--- src/sv/pot_average_scale_change_detect_defines.svh ---
// ----------------------------------------------------------------------------
// Assertion macros for the potentiometer averaging block
// Concurrent checks sampled on clk and held off while rst_n is low.
// ----------------------------------------------------------------------------
`ifndef POT_AVERAGE_SCALE_CHANGE_DETECT_DEFINES_SVH
`define POT_AVERAGE_SCALE_CHANGE_DETECT_DEFINES_SVH

// Same-cycle implication: prop is written with |-> by the caller
`define PACD_ASSERT(lbl, prop, msg) \
    lbl: assert property (@(posedge clk) disable iff (!rst_n) (prop)) else $error(msg);

// Next-cycle implication: ante holds, then cons in the cycle after
`define PACD_ASSERT_NEXT(lbl, ante, cons, msg) \
    lbl: assert property (@(posedge clk) disable iff (!rst_n) (ante) |=> (cons)) else $error(msg);

`endif

--- src/sv/pacd_pkg.sv ---
// ----------------------------------------------------------------------------
// pacd_pkg
// Shared widths, register map, reset values and divider interface types.
// ----------------------------------------------------------------------------
package pacd_pkg;

    // Field widths fixed by the stream and register formats
    localparam int unsigned CHAN_W    = 3;
    localparam int unsigned SAMPLE_W  = 12;
    localparam int unsigned LEVEL_W   = 7;
    localparam int unsigned TDATA_W   = 16;

    // Register map, indexed by paddr[3:2]
    localparam int unsigned PADDR_W   = 4;
    localparam int unsigned PDATA_W   = 32;
    localparam logic [1:0]  REG_IN_LOW  = 2'd0;
    localparam logic [1:0]  REG_IN_HIGH = 2'd1;
    localparam logic [1:0]  REG_OUT_TOP = 2'd2;

    localparam logic [SAMPLE_W-1:0] IN_LOW_RST  = 12'd20;
    localparam logic [SAMPLE_W-1:0] IN_HIGH_RST = 12'd4080;
    localparam logic [LEVEL_W-1:0]  OUT_TOP_RST = 7'd127;

    // Divider: numerator holds |avg - in_low| * out_top, denominator |span|
    localparam int unsigned DIV_NUM_W = SAMPLE_W + LEVEL_W;
    localparam int unsigned DIV_DEN_W = SAMPLE_W;
    localparam int unsigned DIV_CNT_W = $clog2(DIV_NUM_W + 1);

    typedef struct packed {
        logic                 start;
        logic [DIV_NUM_W-1:0] num;
        logic [DIV_DEN_W-1:0] den;
    } div_req_t;

    typedef struct packed {
        logic                 busy;
        logic                 done;
        logic [DIV_NUM_W-1:0] quo;
    } div_rsp_t;

endpackage

--- src/sv/pacd_div.sv ---
// ----------------------------------------------------------------------------
// pacd_div
// Restoring unsigned divider, one quotient bit per cycle, used for the
// scaled quotient of the linear mapping.
// ----------------------------------------------------------------------------
`include "pot_average_scale_change_detect_defines.svh"

module pacd_div
(
    input  logic               clk,
    input  logic               rst_n,
    input  pacd_pkg::div_req_t req,
    output pacd_pkg::div_rsp_t rsp
);

    localparam int unsigned NUM_W = pacd_pkg::DIV_NUM_W;
    localparam int unsigned DEN_W = pacd_pkg::DIV_DEN_W;
    localparam int unsigned CNT_W = pacd_pkg::DIV_CNT_W;

    logic             busy_reg;
    logic             done_reg;
    logic [CNT_W-1:0] cnt_reg;
    logic [NUM_W-1:0] quo_reg;
    logic [DEN_W-1:0] rem_reg;
    logic [DEN_W-1:0] den_reg;

    logic [DEN_W:0]   trial;
    logic [DEN_W:0]   trial_sub;
    logic             trial_ge;
    logic             last_step;

    always_comb
    begin
        trial     = {rem_reg, quo_reg[NUM_W-1]};
        trial_sub = trial - {1'b0, den_reg};
        trial_ge  = trial >= {1'b0, den_reg};
        last_step = busy_reg && (cnt_reg == CNT_W'(1));
    end

    always_ff @(posedge clk or negedge rst_n)
    begin
        if (!rst_n)
        begin
            busy_reg <= 1'b0;
            done_reg <= 1'b0;
            cnt_reg  <= '0;
        end
        else
        begin
            done_reg <= last_step;
            if (req.start)
            begin
                busy_reg <= 1'b1;
                cnt_reg  <= CNT_W'(NUM_W);
            end
            else if (busy_reg)
            begin
                cnt_reg <= cnt_reg - CNT_W'(1);
                if (last_step)
                begin
                    busy_reg <= 1'b0;
                end
            end
        end
    end

    // Shift the numerator out as the quotient shifts in
    always_ff @(posedge clk)
    begin
        if (req.start)
        begin
            quo_reg <= req.num;
            rem_reg <= '0;
            den_reg <= req.den;
        end
        else if (busy_reg)
        begin
            rem_reg <= trial_ge ? trial_sub[DEN_W-1:0] : trial[DEN_W-1:0];
            quo_reg <= {quo_reg[NUM_W-2:0], trial_ge};
        end
    end

    assign rsp.busy = busy_reg;
    assign rsp.done = done_reg;
    assign rsp.quo  = quo_reg;

    `PACD_ASSERT(a_div_no_restart, req.start |-> !busy_reg, "divider restarted while busy")
    `PACD_ASSERT(a_div_den_nonzero, req.start |-> (req.den != '0), "divider started with zero")
    `PACD_ASSERT_NEXT(a_div_done_pulse, done_reg, !done_reg && !busy_reg, "done not a pulse")

endmodule

--- src/sv/pot_average_scale_change_detect.sv ---
// ----------------------------------------------------------------------------
// pot_average_scale_change_detect
// Per-channel moving average of ADC samples, linear rescale with saturation,
// and change detection on the scaled level.
// ----------------------------------------------------------------------------
// One sample is taken at a time; s_axis_tready is low until it is finished.
// Each sample passes in order through the accepting cycle, S_READ and S_UPD
// (read the oldest sample from the history memory, fold the new one into
// the running total), S_AVG (total / WINDOW by reciprocal multiplication),
// S_MUL (form the scaled product), S_PROD (start the shared bit-serial
// divider), S_QUO (its 19 steps and done cycle) and S_SEND (hand the level
// on). S_QUO is skipped when in_high equals in_low; a sample whose channel
// number is beyond the configured count is accepted and dropped. A changed
// level is placed in an output register, so the next sample may be accepted
// while that result waits for m_axis_tready; a further changed level holds
// in S_SEND until that register frees. The sample history is cleared at
// reset through per-entry valid bits; no clearing pass is needed. Registers
// lie at byte addresses 0 (in_low), 4 (in_high) and 8 (out_top); the user
// must write them only while the block is idle; the block leaves it unchecked.
// ----------------------------------------------------------------------------
`include "pot_average_scale_change_detect_defines.svh"

module pot_average_scale_change_detect
#(
    parameter int unsigned CHANNELS    = 5,
    parameter int unsigned WINDOW      = 10,
    parameter int unsigned SAMPLE_BITS = 12
)
(
    input  logic                               clk,
    input  logic                               rst_n,
    // APB configuration port
    input  logic                               psel,
    input  logic                               penable,
    input  logic                               pwrite,
    input  logic [pacd_pkg::PADDR_W-1:0]       paddr,
    input  logic [pacd_pkg::PDATA_W-1:0]       pwdata,
    output logic [pacd_pkg::PDATA_W-1:0]       prdata,
    output logic                               pready,
    // Sample stream
    input  logic                               s_axis_tvalid,
    output logic                               s_axis_tready,
    input  logic [pacd_pkg::TDATA_W-1:0]       s_axis_tdata,  // channel[2:0], sample[14:3]
    // Level stream
    output logic                               m_axis_tvalid,
    input  logic                               m_axis_tready,
    output logic [pacd_pkg::TDATA_W-1:0]       m_axis_tdata   // out_channel[2:0], level[9:3]
);

    localparam int unsigned SW     = pacd_pkg::SAMPLE_W;
    localparam int unsigned LW     = pacd_pkg::LEVEL_W;
    localparam int unsigned CW     = pacd_pkg::CHAN_W;
    localparam int unsigned NUM_W  = pacd_pkg::DIV_NUM_W;
    localparam int unsigned DEN_W  = pacd_pkg::DIV_DEN_W;
    localparam int unsigned SBU    = (SAMPLE_BITS < SW) ? SAMPLE_BITS : SW;
    localparam int unsigned TOT_W  = $clog2(WINDOW * ((1 << SBU) - 1) + 1);
    localparam int unsigned DEPTH  = CHANNELS * WINDOW;
    localparam int unsigned ADDR_W = $clog2(DEPTH);
    localparam int unsigned CH_W   = (CHANNELS > 1) ? $clog2(CHANNELS) : 1;
    localparam int unsigned SLOT_W = $clog2(WINDOW);
    // Reciprocal of WINDOW, exact for every total of TOT_W bits
    localparam int unsigned RCP_SH = TOT_W + $clog2(WINDOW);
    localparam int unsigned RCP_M  = ((1 << RCP_SH) + WINDOW - 1) / WINDOW;
    localparam int unsigned RCP_W  = $clog2(RCP_M + 1);
    localparam int unsigned PRD_W  = TOT_W + RCP_W;

    typedef enum logic [7:0] {
        S_IDLE = 8'b00000001,
        S_READ = 8'b00000010,
        S_UPD  = 8'b00000100,
        S_AVG  = 8'b00001000,
        S_MUL  = 8'b00010000,
        S_PROD = 8'b00100000,
        S_QUO  = 8'b01000000,
        S_SEND = 8'b10000000
    } state_t;

    state_t state_reg;
    state_t state_next;

    // Configuration
    logic [SW-1:0] in_low_reg;
    logic [SW-1:0] in_high_reg;
    logic [LW-1:0] out_top_reg;
    logic          cfg_wr;

    // Per-channel state
    logic [SLOT_W-1:0] slot_reg  [CHANNELS];
    logic [TOT_W-1:0]  total_reg [CHANNELS];
    logic [LW-1:0]     last_reg  [CHANNELS];

    // History memory with per-entry valid bits cleared at reset
    logic [SBU-1:0]    hist_mem [DEPTH];
    logic [DEPTH-1:0]  hist_vld_reg;
    logic [SBU-1:0]    rd_data_reg;
    logic              rd_vld_reg;
    logic [ADDR_W-1:0] addr;

    // Item in flight
    logic [CH_W-1:0]   ch_reg;
    logic [SBU-1:0]    smp_reg;
    logic [SW-1:0]     avg_reg;
    logic [NUM_W-1:0]  prod_reg;
    logic              neg_reg;
    logic              ge_reg;
    logic [LW-1:0]     lvl_reg;

    // Output register
    logic              out_vld_reg;
    logic [CW-1:0]     out_ch_reg;
    logic [LW-1:0]     out_lvl_reg;

    logic              in_take;
    logic              ch_ok;
    logic [SLOT_W-1:0] slot_cur;
    logic [SLOT_W-1:0] slot_adv;
    logic [TOT_W-1:0]  total_cur;
    logic [TOT_W-1:0]  total_new;
    logic [LW-1:0]     last_cur;
    logic [PRD_W-1:0]  avg_prod;
    logic [SW-1:0]     avg_next;
    logic [SW:0]       diff;
    logic [SW-1:0]     diff_abs;
    logic [SW:0]       span;
    logic [SW-1:0]     span_abs;
    logic              span_zero;
    logic [LW-1:0]     lvl_quo;
    logic              lvl_changed;
    logic              out_free;
    logic              out_load;

    pacd_pkg::div_req_t div_req;
    pacd_pkg::div_rsp_t div_rsp;

    // ------------------------------------------------------------------
    // APB registers
    // ------------------------------------------------------------------
    assign pready = 1'b1;
    assign cfg_wr = psel && penable && pwrite;

    always_ff @(posedge clk or negedge rst_n)
    begin
        if (!rst_n)
        begin
            in_low_reg  <= pacd_pkg::IN_LOW_RST;
            in_high_reg <= pacd_pkg::IN_HIGH_RST;
            out_top_reg <= pacd_pkg::OUT_TOP_RST;
        end
        else if (cfg_wr)
        begin
            unique case (paddr[3:2])
                pacd_pkg::REG_IN_LOW:  in_low_reg  <= pwdata[SW-1:0];
                pacd_pkg::REG_IN_HIGH: in_high_reg <= pwdata[SW-1:0];
                pacd_pkg::REG_OUT_TOP: out_top_reg <= pwdata[LW-1:0];
                default: ;
            endcase
        end
    end

    always_comb
    begin
        unique case (paddr[3:2])
            pacd_pkg::REG_IN_LOW:  prdata = pacd_pkg::PDATA_W'(in_low_reg);
            pacd_pkg::REG_IN_HIGH: prdata = pacd_pkg::PDATA_W'(in_high_reg);
            pacd_pkg::REG_OUT_TOP: prdata = pacd_pkg::PDATA_W'(out_top_reg);
            default:               prdata = '0;
        endcase
    end

    // ------------------------------------------------------------------
    // Datapath
    // ------------------------------------------------------------------
    assign s_axis_tready = (state_reg == S_IDLE);
    assign in_take       = s_axis_tvalid && s_axis_tready;
    assign ch_ok         = (32'(s_axis_tdata[CW-1:0]) < CHANNELS);

    always_comb
    begin
        slot_cur  = slot_reg[ch_reg];
        total_cur = total_reg[ch_reg];
        last_cur  = last_reg[ch_reg];
        slot_adv  = (slot_cur == SLOT_W'(WINDOW - 1)) ? '0 : slot_cur + SLOT_W'(1);
        addr      = ADDR_W'(ch_reg * WINDOW) + ADDR_W'(slot_cur);
        total_new = total_cur - (rd_vld_reg ? TOT_W'(rd_data_reg) : '0) + TOT_W'(smp_reg);

        // Truncated window average by reciprocal multiplication
        avg_prod  = PRD_W'(total_cur) * PRD_W'(RCP_M);
        avg_next  = SW'(avg_prod >> RCP_SH);

        diff      = {1'b0, avg_reg} - {1'b0, in_low_reg};
        diff_abs  = diff[SW] ? SW'(-diff) : diff[SW-1:0];
        span      = {1'b0, in_high_reg} - {1'b0, in_low_reg};
        span_abs  = span[SW] ? SW'(-span) : span[SW-1:0];
        span_zero = (span == '0);

        // Truncated quotient, then saturate to 0..out_top
        if (neg_reg)
        begin
            lvl_quo = '0;
        end
        else if (div_rsp.quo > NUM_W'(out_top_reg))
        begin
            lvl_quo = out_top_reg;
        end
        else
        begin
            lvl_quo = div_rsp.quo[LW-1:0];
        end

        lvl_changed = (lvl_reg != last_cur);
        out_free    = !out_vld_reg || m_axis_tready;
        out_load    = (state_reg == S_SEND) && lvl_changed && out_free;
    end

    // Shared divider for the scaled quotient
    always_comb
    begin
        div_req.start = (state_reg == S_PROD) && !span_zero;
        div_req.num   = prod_reg;
        div_req.den   = DEN_W'(span_abs);
    end

    pacd_div u_div
    (
        .clk   (clk),
        .rst_n (rst_n),
        .req   (div_req),
        .rsp   (div_rsp)
    );

    // ------------------------------------------------------------------
    // Sequencer
    // ------------------------------------------------------------------
    always_comb
    begin
        state_next = state_reg;
        unique case (state_reg)
            S_IDLE:
            begin
                if (in_take && ch_ok)
                begin
                    state_next = S_READ;
                end
            end
            S_READ: state_next = S_UPD;
            S_UPD:  state_next = S_AVG;
            S_AVG:  state_next = S_MUL;
            S_MUL:  state_next = S_PROD;
            S_PROD: state_next = span_zero ? S_SEND : S_QUO;
            S_QUO:
            begin
                if (div_rsp.done)
                begin
                    state_next = S_SEND;
                end
            end
            S_SEND:
            begin
                if (!lvl_changed || out_free)
                begin
                    state_next = S_IDLE;
                end
            end
            default: state_next = S_IDLE;
        endcase
    end

    always_ff @(posedge clk or negedge rst_n)
    begin
        if (!rst_n)
        begin
            state_reg    <= S_IDLE;
            out_vld_reg  <= 1'b0;
            hist_vld_reg <= '0;
            for (int c = 0; c < CHANNELS; c++)
            begin
                slot_reg[c]  <= '0;
                total_reg[c] <= '0;
                last_reg[c]  <= '0;
            end
        end
        else
        begin
            state_reg <= state_next;
            if (state_reg == S_UPD)
            begin
                hist_vld_reg[addr] <= 1'b1;
                slot_reg[ch_reg]   <= slot_adv;
                total_reg[ch_reg]  <= total_new;
            end
            if (out_load)
            begin
                out_vld_reg      <= 1'b1;
                last_reg[ch_reg] <= lvl_reg;
            end
            else if (m_axis_tready)
            begin
                out_vld_reg <= 1'b0;
            end
        end
    end

    // History memory: read the oldest sample, then overwrite it
    always_ff @(posedge clk)
    begin
        if (state_reg == S_READ)
        begin
            rd_data_reg <= hist_mem[addr];
            rd_vld_reg  <= hist_vld_reg[addr];
        end
        if (state_reg == S_UPD)
        begin
            hist_mem[addr] <= smp_reg;
        end
    end

    always_ff @(posedge clk)
    begin
        if (in_take)
        begin
            ch_reg  <= CH_W'(s_axis_tdata[CW-1:0]);
            smp_reg <= s_axis_tdata[CW +: SBU];
        end
        if (state_reg == S_AVG)
        begin
            avg_reg <= avg_next;
        end
        if (state_reg == S_MUL)
        begin
            prod_reg <= NUM_W'(diff_abs) * NUM_W'(out_top_reg);
            neg_reg  <= diff[SW] ^ span[SW];
            ge_reg   <= !diff[SW];
        end
        if ((state_reg == S_PROD) && span_zero)
        begin
            lvl_reg <= ge_reg ? out_top_reg : '0;
        end
        else if ((state_reg == S_QUO) && div_rsp.done)
        begin
            lvl_reg <= lvl_quo;
        end
        if (out_load)
        begin
            out_ch_reg  <= CW'(ch_reg);
            out_lvl_reg <= lvl_reg;
        end
    end

    assign m_axis_tvalid = out_vld_reg;
    assign m_axis_tdata  = {(pacd_pkg::TDATA_W - CW - LW)'(0), out_lvl_reg, out_ch_reg};

    `PACD_ASSERT(a_level_in_range, m_axis_tvalid |-> (out_lvl_reg <= out_top_reg), "level above out_top")
    `PACD_ASSERT(a_slot_in_window, (state_reg != S_IDLE) |-> ({1'b0, slot_cur} < (SLOT_W + 1)'(WINDOW)), "write slot past window")
    `PACD_ASSERT_NEXT(a_load_holds_level, out_load, m_axis_tvalid && (out_lvl_reg == $past(lvl_reg)), "result not loaded")

endmodule

--- config.mk ---
export PLATFORM = sky130hd
export DESIGN_NAME = pot_average_scale_change_detect
export DESIGN_NICKNAME = d
export VERILOG_FILES = /design/src/sv/pacd_pkg.sv /design/src/sv/pacd_div.sv /design/src/sv/pot_average_scale_change_detect.sv
export VERILOG_INCLUDE_DIRS = /design/src /design/src/sv
export SDC_FILE = /design/constraint.sdc
export NUM_CORES = 2
export LEC_CHECK = 0
export BUFFER_PORTS_ARGS = -buffer_cell sky130_fd_sc_hd__buf_2
export CAP_MARGIN = 15
export CORE_MARGIN = 3
export CORE_UTILIZATION = 50
export CTS_CLUSTER_DIAMETER = 80
export CTS_CLUSTER_SIZE = 28
export DETAILED_ROUTE_END_ITERATION = 16
export PLACE_DENSITY = 0.66
export SYNTH_ARGS = -nofsm -noshare
export SYNTH_HDL_FRONTEND = slang
export SYNTH_SLANG_ARGS = --single-unit
--- constraint.sdc ---
create_clock -name clk -period 10.4 [get_ports clk]
set_input_delay 1.56 -clock clk [delete_from_list [all_inputs] [get_ports clk]]
set_output_delay 1.56 -clock clk [all_outputs]
set_load 0.01 [all_outputs]
==> results.cfg <==
[clocking]
cts_sinks = 953
cts_tree = built
htreeDepth = 2
cts_made_buffers = 49
ctsResizeCount = 0
post_cts.repair.setup_buffers = 0
postCtsHoldBufs = 0
cts_root_buffer = clkbuf_16
clkTransAtPathRegs_ns = 0.10
cts.path.max_buffers = 3
clk_latency_ns = 0.68

[timing]
fin_crit_ns = 8.04
fin_worst_skew_ns = 0.0473
rsz0062_at_grt = no
fin_ws_ns = 2.36
fmax_ghz = 0.124
finalCritPeriodShare = 0.773
setup_viol_count_final = 0
tightest_slew_ns = 1.18
fin_tns_setup_ns = 0
worst_slew_margin_rel = 0.203
report.final.slew_viol_count = 0
whs_ns = 0.476
final_hold_viol_count = 0

[critical_path]
critPathSlowestCell = fa_1
path_max_fanout = 7
worstSetupStartpointType = flip-flop
crit_buf_inv = 5
startpoint = avg_reg[0]
crit_top_cell = fa_1
worst_path_largest_cell_delay_ns = 0.51
critical_path_class = reg -> reg
cp.required_ns = 10.82
cp-end-kind = flip-flop
reg2reg_from = avg_reg[0]
cp_top_family = adder cells
arrival_ns = 8.46

[yosys]
ys_types = 92
async_flop_share = 0.243
synth_warnings = 0
syn_area_per_cell_um2 = 12.8
ys.flop_type = edfxtp_1
yosys.area.top_type = edfxtp_1
synth_commonest_cells = edfxtp_1, inv_1, nand2_1
post-synth-top-count-cell = edfxtp_1
netlist_area_um2 = 47500
seq_area_frac_synth = 0.577
syn_inst = 3721
synth.area.top_cells = edfxtp_1, dfrtp_1, fa_1
synth_edf_count = 709
ys_seq_elements = 953
synthDominantCellAreaShare = 0.449

[final_layout]
area_delta_synth_final_pct = 7.91
largest_reg_flops = 600
fill_cells = 7817
nets = 4193
layout-drive-gt1-share = 0.123

[power]
swShare = 0.398
p_switching_w = 0.00550
internal-power_w = 0.00830
p_clk_frac = 0.171
irDropWorstVdd_uv = 365
pwr-share-seq = 0.347
p_per_area_nw_per_um2 = 270
cellLeakagePower_nw = 20.5
combPwrFrac = 0.482

[detailed_routing]
wl_mm = 118
wire_per_inst_um = 23.3
antenna_left = 0
dr.pass1.iters = 5
route.detailed.drc = 0
viasPerCell = 5.87
vias = 29600
drtIter0Drc = 2926

[floorplan]
core_um2 = 93700
die_y_um = 314
dieArea_um2 = 98600
row_count = 112
die_w_um = 314
io_pins = 110
start_util = 0.506

[global_routing]
grt_util_all_layers = 0.239
grt.overflow.total = 0
grt_max_degree = 102
grt_pass1_wl_mm = 180
antenna_found_initial = 5
first_global_vias = 29300

[min_path]
min-delay-start = hist_vld_reg[47]
hp-class = reg -> reg

[placed_design]
pre_cts_ws_ns = 2.42
portBuffers = 59
place_hpwl_mm = 76.1
gp_congestion = 0.867

[run_status]
status = completed

[flow_run]
cap_violations = 0
-- worst register-to-register path, delay by kind of cell, from the launching register on --
kind,cells,cell delay (ns)
adders and majority gates,7,2.88
AOI/OAI and AO/OA,10,2.81
and+or+nand+nor,4,0.68
buffers and inverters,5,0.62
xor gates and xnor gates,2,0.43
DFF,1,0.37
-- final cells by class --
| class | instances | area (µm²) | share of cell area |
|---|---|---|---|
| flip-flops and latches | 953 | 27400 | 0.534 |
| multi-input cells | 2295 | 18300 | 0.358 |
| well taps | 1254 | 1570 | 0.0306 |
| clock buffers | 69 | 1360 | 0.0266 |
| inverters | 312 | 1170 | 0.0229 |
| repair buffers | 147 | 1010 | 0.0198 |
| clock inverters | 22 | 389 | 0.00760 |
| diodes | 1 | 2.50 | 0.0000489 |
-- final timing paths --
| path | slack (ns) | cells after the start | to |
|---|---|---|---|
| min reg2reg | 0.48 | 1 | hist_vld_reg[47] |
| min in group asynchronous | 0.91 | 1 | in_low_reg[11] |
| max | 2.36 | 28 | prod_reg[18] |
| max in group asynchronous | 7.90 | 2 | slot_reg[16] |
| min | 0.48 | 1 | hist_vld_reg[47] |
| max reg2reg | 2.36 | 28 | prod_reg[18] |
-- layer usage --
metal / up-vias / share of wire / global-route usage
met2: 980 / 0.48 / 0.399
met3: 172 / 0.068 / 0.0303
li1: 13500 / - / -
met5: - / 0.00022 / 0
met1: 15000 / 0.42 / 0.332
met4: 4 / 0.026 / 0.0634
-- cell families (layout without fill, tap and decap cells) --
family	count (synthesis)	count (layout)	synth area share
AOI/OAI and AO/OA	768	768	0.110
xor gates and xnor gates	104	104	0.0192
adders and majority gates	376	376	0.122
buffers and inverters	498	550	0.0427
DFF	953	953	0.577
muxes	177	177	0.0444
other	2	28	0.000158
and+or+nand+nor	843	843	0.0851
-- cells in the final DEF (no fill, tap or decap), types with 56 or more instances in the layout --
master,netlist,layout
edfxtp_1,709,709
inv_1,305,305
nand2_1,279,279
ha_1,230,229
dfrtp_1,214,214
nor2_1,217,189
o21ai_0,165,165
fa_1,146,145
a22oi_1,133,133
a21oi_1,129,129
mux2_2,87,87
buf_4,29,83
a31oi_1,74,74
xnor2_1,71,71
mux2i_1,64,64
buf_2,25,58
or2_2,57,57
a221oi_1,56,56
-- power groups by stage --
stage                     Clock, W  Sequential [W]  Combinational, W
after global routing       0.00254         0.00482           0.00752
final                      0.00235         0.00479           0.00666
after detailed placement         0         0.00487           0.00662
after floorplan                  0         0.00488           0.00488
after global placement           0         0.00486           0.00654
after CTS                  0.00240         0.00479           0.00670
-- metrics by stage --
step	total power (W)	instance area [µm²]	util	cells
finish	0.0138	51200	0.546	5053
global route	0.0149	51200	0.546	5052
CTS	0.0139	51200	0.546	5050
detailed placement	0.0115	49400	0.527	4959
global placement	0.0114	49400	0.527	4959
floorplan	0.00976	47500	-	3746
No activity file was read; power rests on OpenSTA's default activity.
